[src/rtl/core/circle_octant_point_generator_defines.svh]
// ----------------------------------------------------------------------------
// Circle octant point generator assertion macros
// Concurrent check wrappers shared by the RTL of the point generator.
// ----------------------------------------------------------------------------
`ifndef CIRCLE_OCTANT_POINT_GENERATOR_DEFINES_SVH
`define CIRCLE_OCTANT_POINT_GENERATOR_DEFINES_SVH

`ifndef NO_ASSERTIONS
`define COG_ASSERT(lbl, prop, msg) \
  lbl: assert property (@(posedge clk) disable iff (!rst_n) (prop)) else $error(msg);
`define COG_ASSERT_ALWAYS(lbl, prop, msg) \
  lbl: assert property (@(posedge clk) (prop)) else $error(msg);
`else
`define COG_ASSERT(lbl, prop, msg)
`define COG_ASSERT_ALWAYS(lbl, prop, msg)
`endif

`endif

[src/rtl/core/cog_pkg.sv]
// ----------------------------------------------------------------------------
// Circle octant point generator package
// Widths, operation codes and the step record passed from front to back.
// ----------------------------------------------------------------------------
package cog_pkg;

  localparam int COORD_BITS  = 11;
  localparam int RADIUS_BITS = 10;
  localparam int OFF_BITS    = RADIUS_BITS + 2;
  localparam int DEC_BITS    = RADIUS_BITS + 6;
  localparam int OUT_BITS    = COORD_BITS + 2;
  localparam int IDX_BITS    = 3;
  localparam int Q_DEPTH     = 2;
  localparam int Q_PTR_BITS  = 1;
  localparam int Q_CNT_BITS  = 2;

  localparam logic OP_START   = 1'b0;
  localparam logic OP_ADVANCE = 1'b1;

  localparam logic [IDX_BITS-1:0] LAST_IDX = 3'd7;

  typedef struct packed {
    logic [COORD_BITS-1:0] cx;
    logic [COORD_BITS-1:0] cy;
    logic [OFF_BITS-1:0]   x;
    logic [OFF_BITS-1:0]   y;
    logic                  done;
  } job_t;

endpackage

[src/rtl/core/circle_octant_point_generator.sv]
// ----------------------------------------------------------------------------
// Circle octant point generator
// Midpoint circle generator: a start transfer loads centre and radius, each
// advance transfer runs one step; every step yields eight mirrored points.
//
// channel  dir  tdata                                   tuser         tlast
// in_      in   center_x, center_y, circle_radius       operation     -
// out_     out  point_x, point_y                        circle_done   last_of_step
//
// An accepted start or advance emits eight points, one per cycle while out_tready
// holds, from the emitter's registered output stage.
// A two-entry step queue lets the front take two items ahead of the emitter.
// Advance while idle is dropped and emits nothing.
// Reset is synchronous and clears the circle state, the queue and the output.
// ----------------------------------------------------------------------------
module circle_octant_point_generator (
  input  logic        clk,
  input  logic        rst_n,
  input  logic        in_tvalid,
  output logic        in_tready,
  input  logic [31:0] in_tdata,   // center_x[10:0], center_y[21:11], circle_radius[31:22]
  input  logic        in_tuser,   // operation
  output logic        out_tvalid,
  input  logic        out_tready,
  output logic [31:0] out_tdata,  // point_x[12:0], point_y[25:13], zero[31:26]
  output logic        out_tuser,  // circle_done
  output logic        out_tlast
);

  localparam int CX_LO = 0;
  localparam int CY_LO = cog_pkg::COORD_BITS;
  localparam int R_LO  = 2 * cog_pkg::COORD_BITS;
  localparam int PAD   = 32 - 2 * cog_pkg::OUT_BITS;

  logic                                full, push, pop, q_not_empty, accept;
  cog_pkg::job_t                       push_job, pop_job;
  logic signed [cog_pkg::OUT_BITS-1:0] point_x, point_y;

  assign in_tready = !full;
  assign accept    = in_tvalid && in_tready;

  cog_front u_front (
    .clk           (clk),
    .rst_n         (rst_n),
    .accept        (accept),
    .op            (in_tuser),
    .center_x      (in_tdata[CX_LO +: cog_pkg::COORD_BITS]),
    .center_y      (in_tdata[CY_LO +: cog_pkg::COORD_BITS]),
    .circle_radius (in_tdata[R_LO +: cog_pkg::RADIUS_BITS]),
    .push          (push),
    .push_job      (push_job)
  );

  cog_queue u_queue (
    .clk       (clk),
    .rst_n     (rst_n),
    .push      (push),
    .push_job  (push_job),
    .pop       (pop),
    .pop_job   (pop_job),
    .not_empty (q_not_empty),
    .full      (full)
  );

  cog_back u_back (
    .clk          (clk),
    .rst_n        (rst_n),
    .q_not_empty  (q_not_empty),
    .q_job        (pop_job),
    .pop          (pop),
    .out_valid    (out_tvalid),
    .out_ready    (out_tready),
    .point_x      (point_x),
    .point_y      (point_y),
    .last_of_step (out_tlast),
    .circle_done  (out_tuser)
  );

  assign out_tdata = {{PAD{1'b0}}, point_y, point_x};

endmodule

[src/rtl/core/cog_front.sv]
// ----------------------------------------------------------------------------
// Circle octant point generator front end
// Accepts items, keeps the circle state, runs one midpoint step per advance
// while a circle is active and pushes the resulting offsets into the step queue.
// ----------------------------------------------------------------------------
`include "circle_octant_point_generator_defines.svh"

module cog_front (
  input  logic                            clk,
  input  logic                            rst_n,
  input  logic                            accept,
  input  logic                            op,
  input  logic [cog_pkg::COORD_BITS-1:0]  center_x,
  input  logic [cog_pkg::COORD_BITS-1:0]  center_y,
  input  logic [cog_pkg::RADIUS_BITS-1:0] circle_radius,
  output logic                            push,
  output cog_pkg::job_t                   push_job
);

  logic [cog_pkg::COORD_BITS-1:0] cx_r, cx_nxt;
  logic [cog_pkg::COORD_BITS-1:0] cy_r, cy_nxt;
  logic [cog_pkg::OFF_BITS-1:0]   x_r, x_nxt;
  logic [cog_pkg::OFF_BITS-1:0]   y_r, y_nxt;
  logic [cog_pkg::DEC_BITS-1:0]   d_r, d_nxt;
  logic                           active_r, active_nxt;
  logic                           done;
  logic [cog_pkg::DEC_BITS-1:0]   xs, ys, r_ext;

  always_comb begin
    cx_nxt     = cx_r;
    cy_nxt     = cy_r;
    x_nxt      = x_r;
    y_nxt      = y_r;
    d_nxt      = d_r;
    active_nxt = active_r;
    done       = 1'b0;
    push       = 1'b0;
    xs         = '0;
    ys         = '0;
    r_ext      = cog_pkg::DEC_BITS'(circle_radius);
    if (accept && op == cog_pkg::OP_START) begin
      cx_nxt     = center_x;
      cy_nxt     = center_y;
      x_nxt      = '0;
      y_nxt      = cog_pkg::OFF_BITS'(circle_radius);
      d_nxt      = cog_pkg::DEC_BITS'(3) - (r_ext << 1);
      active_nxt = 1'b1;
      push       = 1'b1;
    end else if (accept && active_r) begin
      x_nxt = x_r + 1'b1;
      if (!d_r[cog_pkg::DEC_BITS-1]) begin
        y_nxt = y_r - 1'b1;
        xs    = cog_pkg::DEC_BITS'(signed'(x_nxt));
        ys    = cog_pkg::DEC_BITS'(signed'(y_nxt));
        d_nxt = d_r + ((xs - ys) << 2) + cog_pkg::DEC_BITS'(10);
      end else begin
        xs    = cog_pkg::DEC_BITS'(signed'(x_nxt));
        d_nxt = d_r + (xs << 2) + cog_pkg::DEC_BITS'(6);
      end
      done = signed'(y_nxt) < signed'(x_nxt);
      if (done) begin
        active_nxt = 1'b0;
      end
      push = 1'b1;
    end
  end

  assign push_job = '{cx: cx_nxt, cy: cy_nxt, x: x_nxt, y: y_nxt, done: done};

  always_ff @(posedge clk) begin
    if (!rst_n) begin
      cx_r     <= '0;
      cy_r     <= '0;
      x_r      <= '0;
      y_r      <= '0;
      d_r      <= '0;
      active_r <= 1'b0;
    end else begin
      cx_r     <= cx_nxt;
      cy_r     <= cy_nxt;
      x_r      <= x_nxt;
      y_r      <= y_nxt;
      d_r      <= d_nxt;
      active_r <= active_nxt;
    end
  end

  `COG_ASSERT(a_done_clears_active, (push && push_job.done) |=> !active_r,
              "finished circle left generator active")
  `COG_ASSERT(a_idle_advance_dropped, (accept && op == cog_pkg::OP_ADVANCE && !active_r) |-> !push,
              "advance while idle produced a step")

endmodule

[src/rtl/core/cog_queue.sv]
// ----------------------------------------------------------------------------
// Circle octant point generator step queue
// Two-entry queue of step records between front end and point emitter.
// ----------------------------------------------------------------------------
`include "circle_octant_point_generator_defines.svh"

module cog_queue (
  input  logic          clk,
  input  logic          rst_n,
  input  logic          push,
  input  cog_pkg::job_t push_job,
  input  logic          pop,
  output cog_pkg::job_t pop_job,
  output logic          not_empty,
  output logic          full
);

  cog_pkg::job_t                   slot_r [cog_pkg::Q_DEPTH];
  logic [cog_pkg::Q_PTR_BITS-1:0]  wp_r, wp_nxt;
  logic [cog_pkg::Q_PTR_BITS-1:0]  rp_r, rp_nxt;
  logic [cog_pkg::Q_CNT_BITS-1:0]  cnt_r, cnt_nxt;

  assign not_empty = cnt_r != '0;
  assign full      = cnt_r == cog_pkg::Q_CNT_BITS'(cog_pkg::Q_DEPTH);
  assign pop_job   = slot_r[rp_r];

  always_comb begin
    wp_nxt  = push ? wp_r + 1'b1 : wp_r;
    rp_nxt  = pop ? rp_r + 1'b1 : rp_r;
    cnt_nxt = cnt_r + cog_pkg::Q_CNT_BITS'(push) - cog_pkg::Q_CNT_BITS'(pop);
  end

  always_ff @(posedge clk) begin
    if (push) begin
      slot_r[wp_r] <= push_job;
    end
  end

  always_ff @(posedge clk) begin
    if (!rst_n) begin
      wp_r  <= '0;
      rp_r  <= '0;
      cnt_r <= '0;
    end else begin
      wp_r  <= wp_nxt;
      rp_r  <= rp_nxt;
      cnt_r <= cnt_nxt;
    end
  end

  `COG_ASSERT(a_no_push_full, push |-> !full, "push into full step queue")
  `COG_ASSERT(a_no_pop_empty, pop |-> not_empty, "pop from empty step queue")

endmodule

[src/rtl/core/cog_back.sv]
// ----------------------------------------------------------------------------
// Circle octant point generator point emitter
// Takes step records from the queue and emits the eight mirrored points,
// one per cycle while the output is not stalled, through a registered output stage.
// ----------------------------------------------------------------------------
`include "circle_octant_point_generator_defines.svh"

module cog_back (
  input  logic                                clk,
  input  logic                                rst_n,
  input  logic                                q_not_empty,
  input  cog_pkg::job_t                       q_job,
  output logic                                pop,
  output logic                                out_valid,
  input  logic                                out_ready,
  output logic signed [cog_pkg::OUT_BITS-1:0] point_x,
  output logic signed [cog_pkg::OUT_BITS-1:0] point_y,
  output logic                                last_of_step,
  output logic                                circle_done
);

  cog_pkg::job_t                       job_r, job_nxt;
  logic                                busy_r, busy_nxt;
  logic [cog_pkg::IDX_BITS-1:0]        idx_r, idx_nxt;
  logic                                ov_r, ov_nxt;
  logic signed [cog_pkg::OUT_BITS-1:0] px_r, px_nxt;
  logic signed [cog_pkg::OUT_BITS-1:0] py_r, py_nxt;
  logic                                last_r, last_nxt;
  logic                                done_r, done_nxt;
  logic                                adv, at_end;
  logic signed [cog_pkg::OUT_BITS-1:0] cx, cy, ox, oy;

  assign adv    = busy_r && (!ov_r || out_ready);
  assign at_end = idx_r == cog_pkg::LAST_IDX;
  assign pop    = q_not_empty && (!busy_r || (adv && at_end));

  assign cx = cog_pkg::OUT_BITS'(job_r.cx);
  assign cy = cog_pkg::OUT_BITS'(job_r.cy);
  assign ox = cog_pkg::OUT_BITS'(signed'(job_r.x));
  assign oy = cog_pkg::OUT_BITS'(signed'(job_r.y));

  always_comb begin
    case (idx_r)
      3'd0:    begin px_nxt = cx + ox; py_nxt = cy + oy; end
      3'd1:    begin px_nxt = cx - ox; py_nxt = cy + oy; end
      3'd2:    begin px_nxt = cx + ox; py_nxt = cy - oy; end
      3'd3:    begin px_nxt = cx - ox; py_nxt = cy - oy; end
      3'd4:    begin px_nxt = cx + oy; py_nxt = cy + ox; end
      3'd5:    begin px_nxt = cx - oy; py_nxt = cy + ox; end
      3'd6:    begin px_nxt = cx + oy; py_nxt = cy - ox; end
      default: begin px_nxt = cx - oy; py_nxt = cy - ox; end
    endcase
    last_nxt = at_end;
    done_nxt = job_r.done;
    job_nxt  = pop ? q_job : job_r;
    if (pop) begin
      busy_nxt = 1'b1;
      idx_nxt  = '0;
    end else if (adv) begin
      busy_nxt = !at_end;
      idx_nxt  = idx_r + 1'b1;
    end else begin
      busy_nxt = busy_r;
      idx_nxt  = idx_r;
    end
    ov_nxt = adv ? 1'b1 : (out_ready ? 1'b0 : ov_r);
  end

  always_ff @(posedge clk) begin
    job_r <= job_nxt;
    if (adv) begin
      px_r   <= px_nxt;
      py_r   <= py_nxt;
      last_r <= last_nxt;
      done_r <= done_nxt;
    end
  end

  always_ff @(posedge clk) begin
    if (!rst_n) begin
      busy_r <= 1'b0;
      idx_r  <= '0;
      ov_r   <= 1'b0;
    end else begin
      busy_r <= busy_nxt;
      idx_r  <= idx_nxt;
      ov_r   <= ov_nxt;
    end
  end

  assign out_valid    = ov_r;
  assign point_x      = px_r;
  assign point_y      = py_r;
  assign last_of_step = last_r;
  assign circle_done  = done_r;

  `COG_ASSERT(a_idx_needs_busy, (idx_r != '0) |-> busy_r, "point index moved while idle")
  `COG_ASSERT(a_end_drains, (adv && at_end && !q_not_empty) |=> !busy_r,
              "emitter stayed busy past the eighth point")

endmodule

[config.mk]
export PLATFORM = sky130hd
export DESIGN_NAME = circle_octant_point_generator
export DESIGN_NICKNAME = d
export VERILOG_FILES = /design/src/rtl/core/cog_pkg.sv /design/src/rtl/core/circle_octant_point_generator.sv /design/src/rtl/core/cog_front.sv /design/src/rtl/core/cog_queue.sv /design/src/rtl/core/cog_back.sv
export VERILOG_INCLUDE_DIRS = /design/src /design/src/rtl/core
export SDC_FILE = /design/constraint.sdc
export NUM_CORES = 1
export LEC_CHECK = 0
export ABC_CLOCK_PERIOD_IN_PS = 4100
export CAP_MARGIN = 25
export CORE_ASPECT_RATIO = 1.1
export CORE_MARGIN = 3
export CORE_UTILIZATION = 58
export DETAILED_ROUTE_END_ITERATION = 12
export DONT_BUFFER_PORTS = 1
export GPL_TIMING_DRIVEN = 0
export HOLD_SLACK_MARGIN = 0.02
export MAX_ROUTING_LAYER = met4
export PLACE_DENSITY = 0.82
export SYNTH_ARGS = -nofsm -noshare
export SYNTH_HDL_FRONTEND = slang
export SYNTH_SLANG_ARGS = --single-unit
[constraint.sdc]
create_clock -name clk -period 4.1 [get_ports clk]
set_input_delay 0 -clock clk [delete_from_list [all_inputs] [get_ports clk]]
set_output_delay 0 -clock clk [all_outputs]
set_load 0.02 [all_outputs]
# After elaboration in Yosys (flattened, before gate mapping)
# Memories as Yosys holds them, arrays and structs flattened. A register that Yosys moved wholly into a read port is not among the register bits.
# Cells that the tools add are included.
# op_classes
n_addsub	21
order_cmp	1
eq_ne	8
muxes	27
bitwise	2
reduce_logical	26
# ops
operator	n
$mux W12	7
$pmux W13 S3	2
$sub A12 B12 Y13	5
$add A12 B12 Y13	4
$mux W16	3
$add A16 B16 Y16	2
$mux W11	2
$add A16 B3 Y16 const B	1
$add A16 B4 Y16 const B	1
$reduce_or A2 Y1	7
$mux W1	13
$add A12 B1 Y12 const B	1
$eq A3 B3 Y1 const B	4
$lt A12 B12 Y1	1
$sub A12 B1 Y12 const B	1
$sub A2 B11 Y12 const A	1
$reduce_bool A2 Y1	5
$eq A3 B2 Y1 const B	2
$logic_and A1 B1 Y1	6
$logic_not A1 Y1	4
$add A3 B1 Y3 const B	1
$eq A3 B1 Y1 const B	1
$logic_not A3 Y1	1
$add A1 B1 Y1 const B	2
other kinds (6)	8
# totals
register_bits	100
ram_bits	94
in_bits	37
output_inout_bits	36
wordCells	102
memories	1
# mem_list
memory	words	width	rd	rd_clocked_by_memory_dff	wr	line_no	rtl
u_queue.slot_r	2	47	1	1	1	cog_queue.sv:18	cog_pkg::job_t slot_r [cog_pkg::Q_DEPTH];

# Depth between registers and ports, before layout
# Gate-level depths: netlist (run 1).
# logic_depth
ltp_word	10
depth_mapped	20
ltp_nobuf	20

# By module
# From an unflattened synthesis (run 1), not the netlist that was laid out.
# unflattened
cells_unflattened	1343
hier_area_um2	14168.6
# modules_own_cells
mod	instances	cells_each	area_per_inst_um2	seq_area_each_um2
cog_front	1	740	5736.8	1241.2
cog_back	1	427	4630.7	2352.3
cog_queue	1	167	3742.3	2922.8
circle_octant_point_generator	1	9	58.8	0.0

# Worst setup path after synthesis (run 1)
# No wires, ideal clock.
# synth_path
path_type	register to register
from	register u_back.idx_r[0] (netlist bit)
to	register u_queue.cnt_r[1] (netlist bit)
setup_ns	0.115
arrival_time_ns	3.915
required_ns	3.985
path_slack_ns	0.070
path_stages_with_launch	11
path_buffers	0
period_less_slack_ns	4.030
cell_sequence	dfxtp_1 > ha_1 > ha_1 > a21oi_1 > nor2_1 > ha_1 > inv_1 > ha_1 > xnor2_1 > xnor2_1 > and2_1
# synth_between
elab_chain_len	5
# synth_rtl
item	line_no	rtl
from (decl)	cog_back.sv:24	logic [cog_pkg::IDX_BITS-1:0] idx_r, idx_nxt;
from (signal assigned)	cog_back.sv:86	idx_r <= idx_nxt;
$eq A3 B3 Y1	cog_back.sv:34	assign at_end = idx_r == cog_pkg::LAST_IDX;
net u_back.at_end	cog_back.sv:30	logic adv, at_end;
$logic_and A1 B1 Y1	cog_back.sv:35	assign pop = q_not_empty && (!busy_r || (adv && at_end));
$logic_or A1 B1 Y1	cog_back.sv:35	
$logic_and A1 B1 Y1	cog_back.sv:35	
net pop	circle_octant_point_generator.sv:35	logic full, push, pop, q_not_empty, accept;
$sub A2 B1 Y2	cog_queue.sv:30	cnt_nxt = cnt_r + cog_pkg::Q_CNT_BITS'(push) - cog_pkg::Q_CNT_BITS'(pop);
to (signal assigned)	cog_queue.sv:47	cnt_r <= cnt_nxt;
to (decl)	cog_queue.sv:21	logic [cog_pkg::Q_CNT_BITS-1:0] cnt_r, cnt_nxt;
# The timed path passes the listed nets, and every way through them passes these cells.
# A chain may end at the register's enable or synchronous reset.

# Worst setup path in the final report (run 1)
# layout_path
from	register u_front.x_r[3] (netlist bit)
to	register u_front.d_r[15] (netlist bit)
# layout_between
elab_chain_len	7
word_cells_on_any_way	9
cone_classes	add/sub (6); mux (3)
# layout_rtl
item	line_no	rtl
from (decl)	cog_front.sv:22	logic [cog_pkg::OFF_BITS-1:0] x_r, x_nxt;
from (signal assigned)	cog_front.sv:81	x_r <= x_nxt;
$add A12 B1 Y12 (*)	cog_front.sv:50	x_nxt = x_r + 1'b1;
$sub A12 B12 Y13	cog_front.sv:55	d_nxt = d_r + ((xs - ys) << 2) + cog_pkg::DEC_BITS'(10);
$add A16 B16 Y16	cog_front.sv:55	
$add A16 B4 Y16	cog_front.sv:55	
$mux W16 (*)	cog_front.sv:51	if (!d_r[cog_pkg::DEC_BITS-1]) begin
$mux W16 (*)	cog_front.sv:49	end else if (accept && active_r) begin
$mux W16 (*)	cog_front.sv:41	if (accept && op == cog_pkg::OP_START) begin
to (signal assigned)	cog_front.sv:83	d_r <= d_nxt;
to (decl)	cog_front.sv:24	logic [cog_pkg::DEC_BITS-1:0] d_r, d_nxt;
# Mark *: on every way between the ends. The rest lies on a longest branch, timed or not. The select of a mux whose other input is x is not followed.

==> impl_metrics.ini, run 1 <==
[outcome]
status = finished, violations left
violations = setup timing

[die]
initial_utilization = 0.598
rows = 58
dieArea_um2 = 25700
die_h_um = 168
fp.dieW_um = 153
coreArea_um2 = 23100
num_io_pins = 73

[routing]
drtIter0Drc = 994
wl_per_cell_um = 21.1
antenna_left = 0
vias = 10700
viasPerCell = 6.22
drcViolationCount = 0
drt_pass1_iterations = 6
routed_wl_um = 36500

[sta]
min_period_ns = 4.11
max-slew-margin-rel = 0.442
finalHoldViolCount = 0
rsz0062_at_grt = true
fin_hold_ws_ns = 0.0899
skew_ns = 0.0288
fin_ws_ns = -0.0130
clock.fmax_mhz = 243
worst_pin_slew_ns = 0.834
period_share = 1.00
setup_violations = 1
slew_viol_final = 0

[synth]
syn_area_um2 = 13800
synth_top_area_frac = 0.367
synth.most_common_cell = edfxtp_1
syn_avg_cell_area_um2 = 10.5
ys_seq_elements = 240
synth_commonest_cells = edfxtp_1, nand2_1, ha_1
yosysWarnings = 0
synthFlopType = edfxtp_1
async_flop_share = 0
syn-instance-count = 1317
yosys-top-cells-area = edfxtp_1, dfxtp_1, ha_1
synth.largest_area_cell = edfxtp_1
ys_types = 72
synth_edf_count = 169
ys_seq_area_frac = 0.470

[run]
max-cap-violations = 0

[cells_and_area]
drive_above_1_share = 0.149
nets = 1566
syn_to_final_growth_pct = 17.1
diodes = 0
postLayoutCellArea_um2 = 16200
fin_cells = 1729

[power_and_ir_drop]
power_density_nw_per_um2 = 687
max-vdd-ir-drop_mv = 0.376
totalPowerFinal_mw = 11.1
leakage_nw = 6.31

[setup_path]
end_kind = register
critPathMaxFanout = 6
crit_arrival_ns = 4.55
crit_type = register to register
rr_worst_depth = 19
rrSetupSlack_ns = -0.01
worstPathRequired_ns = 4.53
setup.worst_path.start_class = register

[worst_hold_path]
hp-class = input pin to register
hold_path_depth = 5

[grt]
grt_pass1_vias = 10600
antenna_found_initial = 0
grt_max_degree = 36
grt.total_usage = 0.279
grt_pass1_wl_um = 55900
overflow = 0

[clocking]
clk-insertion-delay-late_ns = 0.54
clkTransAtPathRegs_ns = 0.07
htree_levels = 1
cts_tree = done
cts_buffer_depth = 3
cts_root_buf = clkbuf_16
cts.sinks = 240
numCtsBuffers = 24

[placed_design]
dp_cells = 1625
hpwl_um = 24600
dp_slack_ns = -0.666
io_buffers = 0
gp_congestion = 0.960
place_area_um2 = 14300
==> layout by cell type (no fill, tap or decap), types with 7 or more instances in the layout <==
master,count
o311ai_1,7
mux2_2,48
o21ai_0,60
nand2b_1,19
nor2b_1,15
nand2_1,127
dfxtp_1,66
ha_1,104
ha_4,9
o21a_1,18
a211oi_1,7
mux2i_1,9
clkbuf_1,45
dlygate4sd3_1,42
nor3_1,32
clkbuf_16,25
xnor2_1,42
and2_1,51
o21ai_1,19
o221ai_1,8
inv_1,46
or3_1,14
buf_4,28
a21oi_1,63
edfxtp_1,169
xor2_1,42
o31ai_1,10
a21oi_2,7
o22ai_1,8
a21o_1,21
a22oi_1,8
nand3_1,14
nor2_1,60
==> metal layers <==
layer  vias to the layer above  GRT usage  part of all wire
met3                       122     0.0347             0.065
met5                         -          -                 0
li1                       4988          -                 -
met1                      5123      0.342              0.39
met4                         0      0.103             0.042
met2                       516      0.475              0.50
==> registers in the layout, indices dropped and copies added, names as in the netlist, 2 cells and up <==
name / flops
u_queue.slot_r: 94
u_back.job_r: 24
u_front.d_r: 15
u_back.point_x: 13
u_back.point_y: 13
u_front.x_r: 12
u_front.y_r: 12
u_back.cx: 11
u_back.cy: 11
u_front.cx_r: 11
u_front.cy_r: 11
u_back.idx_r: 3
u_queue.cnt_r: 2
==> kinds of logic after synthesis <==
logic type	Yosys count	synth area share
other	1	0.000271
adder cells (fa/ha/maj)	118	0.109
multiplexers	57	0.0456
AND/OR/NAND/NOR	390	0.140
flip-flops	240	0.470
XOR/XNOR	97	0.0620
buffers and inverters	113	0.0332
AO/OA/AOI/OAI	301	0.140
==> power breakdown <==
part	leakage, nW	total [mW]	internal, mW	switching (mW)
clock network	0.394	2.23	1.29	0.945
logic	3.76	5.03	2.13	2.90
registers	2.16	3.87	3.39	0.471
==> path summary, 6_finish.rpt <==
path                                 startpoint            endpoint
worst min register to register  u_back.done_nxt  u_back.circle_done
worst min-delay path               in_tdata[29]     u_front.d_r[10]
worst max-delay path             u_front.x_r[3]     u_front.d_r[15]
worst max register to register   u_front.x_r[3]     u_front.d_r[15]
==> worst max-delay path: stages (launching register included) <==
cell and delay (ns):
dfxtp_1 0.44, and3_4 0.25, and3_4 0.26, nand3_2 0.17
xnor2_4 0.25, ha_4 0.25, a21o_1 0.19, a211oi_2 0.22
a21oi_2 0.12, nand2b_4 0.17, xnor2_2 0.14, ha_1 0.32
ha_4 0.24, a21oi_4 0.15, o21bai_1 0.08, a21oi_1 0.15
o21ai_2 0.09, xnor2_2 0.20, nor3_1 0.08, o21a_1 0.22
==> area by class of cell <==
cell class,count,area [um2]
multi-input combinational,969,7380
fill,1565,6950
sequential,240,6510
clock buffer,37,721
timing repair buffer,67,649
tap,300,375
buffer,58,268
inverter,51,196
clock inverter,7,95.1
==> metrics by stage <==
stage / util / TNS, ns
2_1_floorplan: - / 0
3_3_place_gp: 0.615 / -103.73
3_5_place_dp: 0.618 / -5.02
4_1_cts: 0.682 / -0.00379
5_1_grt: 0.700 / -0.641
6_report: 0.700 / -0.0130
==> timing repair <==
action / 4_1_cts / 5_1_grt
hold buffers: 42 / 0
buffers inserted: 8 / 14
pin swaps: 16 / 31
setup endpoints to repair: 23 / 15
resized for setup: 42 / 66
gates cloned: 0 / 0
endpoints found under the hold margin: 115 / 0
Note: power is estimated with default switching activity, not from simulation.
==> run 2: changes to the inputs <==
CORE_UTILIZATION = 41   (was 58)
PLACE_DENSITY = 0.63   (was 0.82)
==> impl_metrics.ini, run 2 (synthesized netlist as in run 1, its figures left out) <==
[sta]
worst_pin_slew_ns = 0.945
setup_violations = 0
fin_hold_ws_ns = 0.0706
clock.fmax_mhz = 248
skew_ns = 0.0232
slew_viol_final = 0
fin_ws_ns = 0.0702
min_period_ns = 4.03
finalHoldViolCount = 0
period_share = 0.983
max-slew-margin-rel = 0.368
rsz0062_at_grt = true

[grt]
grt_pass1_vias = 10400
grt.total_usage = 0.200
grt_max_degree = 34
antenna_found_initial = 1
grt_pass1_wl_um = 55900
overflow = 0

[run]
max-cap-violations = 0

[clocking]
cts_root_buf = clkbuf_16
numCtsBuffers = 26
clk-insertion-delay-late_ns = 0.55
htree_levels = 1
cts_buffer_depth = 3
clkTransAtPathRegs_ns = 0.06
cts.sinks = 240
cts_tree = done

[power_and_ir_drop]
p_sw_mw = 4.27
totalPowerFinal_mw = 11.2
seqPwrFrac = 0.346
clock_power_share = 0.214
leakage_nw = 6.35
internal-power_mw = 6.92
swShare = 0.382
p_comb_frac = 0.441
max-vdd-ir-drop_mv = 0.355
power_density_nw_per_um2 = 682

[routing]
antenna_left = 0
routed_wl_um = 35700
drcViolationCount = 0
vias = 10300
wl_per_cell_um = 19.2
drtIter0Drc = 823
viasPerCell = 5.56
drt_pass1_iterations = 7

[cells_and_area]
largest_register = u_queue.slot_r
drive_above_1_share = 0.159
syn_to_final_growth_pct = 18.8
top_regs = u_queue.slot_r (94), u_back.job_r (24), u_front.d_r (15)
post-route-util = 0.501
final_common_cell = edfxtp_1
fin_cells = 1860
nets = 1567
largest_register_ffs = 94
fillCellCount = 2977
layout_common_cells = edfxtp_1, nand2_1, ha_1

[worst_hold_path]
hp-class = input pin to register
whs_endpoint = u_front.active_r
min_from = in_tvalid
hold_path_depth = 4

[setup_path]
end_kind = register
crit_arrival_ns = 4.46
crit_type = register to register
critPathMaxFanout = 5
regToRegStartpoint = u_front.y_r[1]
r2r_end = u_front.d_r[15]
rrSetupSlack_ns = 0.07
rr_worst_depth = 20
setup.worst_path.start_class = register
worstPathRequired_ns = 4.53

[outcome]
status = finished clean

[placed_design]
dp_slack_ns = -0.702
dp_cells = 1751
hpwl_um = 25600
gp_congestion = 0.900
io_buffers = 0

[die]
initial_utilization = 0.422
rows = 69
num_io_pins = 73
fp.dieW_um = 181
coreArea_um2 = 32800
dieArea_um2 = 36000
die_h_um = 199
-- run 2: changes by cell type in the layout (fill, tap and decap cells not counted), sizes merged --
| cell | before | now |
|---|---|---|
| dlygate4sd3 | 42 | 37 |
| clkbuf | 79 | 78 |
| inv | 51 | 54 |
| buf | 41 | 44 |
| bufinv | 1 | 2 |
| clkinv | 5 | 8 |
| diode | 0 | 2 |
| clkinvlp | 1 | 0 |
-- run 2: metal layers --
layer / share of wire / track usage / wire (um) / vias up
met2: 0.47 / 0.327 / 16800 / 307
li1: - / - / - / 5002
met5: 0 / - / 0 / -
met3: 0.043 / 0.0236 / 1550 / 101
met4: 0.040 / 0.0714 / 1450 / 0
met1: 0.45 / 0.259 / 15900 / 4925
-- run 2: per-stage QoR --
| step | setup TNS [ns] | cell area (um2) |
|---|---|---|
| 2_1_floorplan | 0 | 13900 |
| 5_1_grt | -0.336 | 16400 |
| 3_5_place_dp | -5.10 | 14500 |
| 3_3_place_gp | -135.24 | 14400 |
| 4_1_cts | -0.0276 | 16000 |
| 6_report | 0 | 16400 |
-- run 2: critical path, cell delays in order (launching register included) --
cell      delay [ns]
dfxtp_2         0.32
inv_2           0.08
ha_4            0.13
or3b_4          0.42
nor3_4          0.23
xnor2_2         0.13
ha_4            0.30
buf_6           0.09
o21a_1          0.13
nand4_1         0.20
and3b_2         0.30
xnor2_2         0.15
ha_1            0.33
ha_4            0.17
a21oi_2         0.15
o21bai_1        0.08
a21oi_1         0.16
o21ai_2         0.09
xnor2_1         0.18
nor3_1          0.06
o21a_1          0.22
-- run 2: worst max path at each step --
stage,start,endpoint,slack [ns],depth (start not counted)
3_5_place_dp,u_front.x_r[2],u_front.d_r[15],-0.70,20
2_1_floorplan,u_back.idx_r[0],u_queue.cnt_r[1],0.07,10
3_3_place_gp,u_queue.cnt_r[0],u_queue.slot_r[0][11],-1.73,7
5_1_grt,u_front.y_r[1],u_front.d_r[14],-0.15,19
6_report,u_front.y_r[1],u_front.d_r[15],0.07,20
4_1_cts,u_front.y_r[0],u_front.d_r[15],-0.03,20
-- run 2: timing repair --
| action | in CTS | in global routing |
|---|---|---|
| gates resized for setup | 42 | 71 |
| endpoints found under the hold margin | 114 | 0 |
| buffers inserted | 10 | 16 |
| endpoints found under the setup margin | 21 | 17 |
| hold buffers | 37 | 0 |
| pin swaps | 18 | 36 |
-- run 2: power by group through the flow --
stage	clock network, mW	registers [mW]	logic, mW
floorplan	0	3.81	3.39
global placement	0	3.94	4.32
detailed placement	0	3.92	4.47
CTS	2.44	3.87	4.69
global route	2.54	3.92	5.46
finish	2.39	3.87	4.94
-- run 2: cell type report --
type / instances / area, um2 / share of cell area
clock inverters: 13 / 163 / 0.00990
repair buffers: 66 / 629 / 0.0383
clock buffers: 35 / 724 / 0.0441
diodes: 2 / 5.00 / 0.000305
plain buffers: 58 / 272 / 0.0165
multi-input cells: 969 / 7400 / 0.450
inverters: 51 / 194 / 0.0118
flip-flops and latches: 240 / 6510 / 0.396
well taps: 426 / 533 / 0.0324
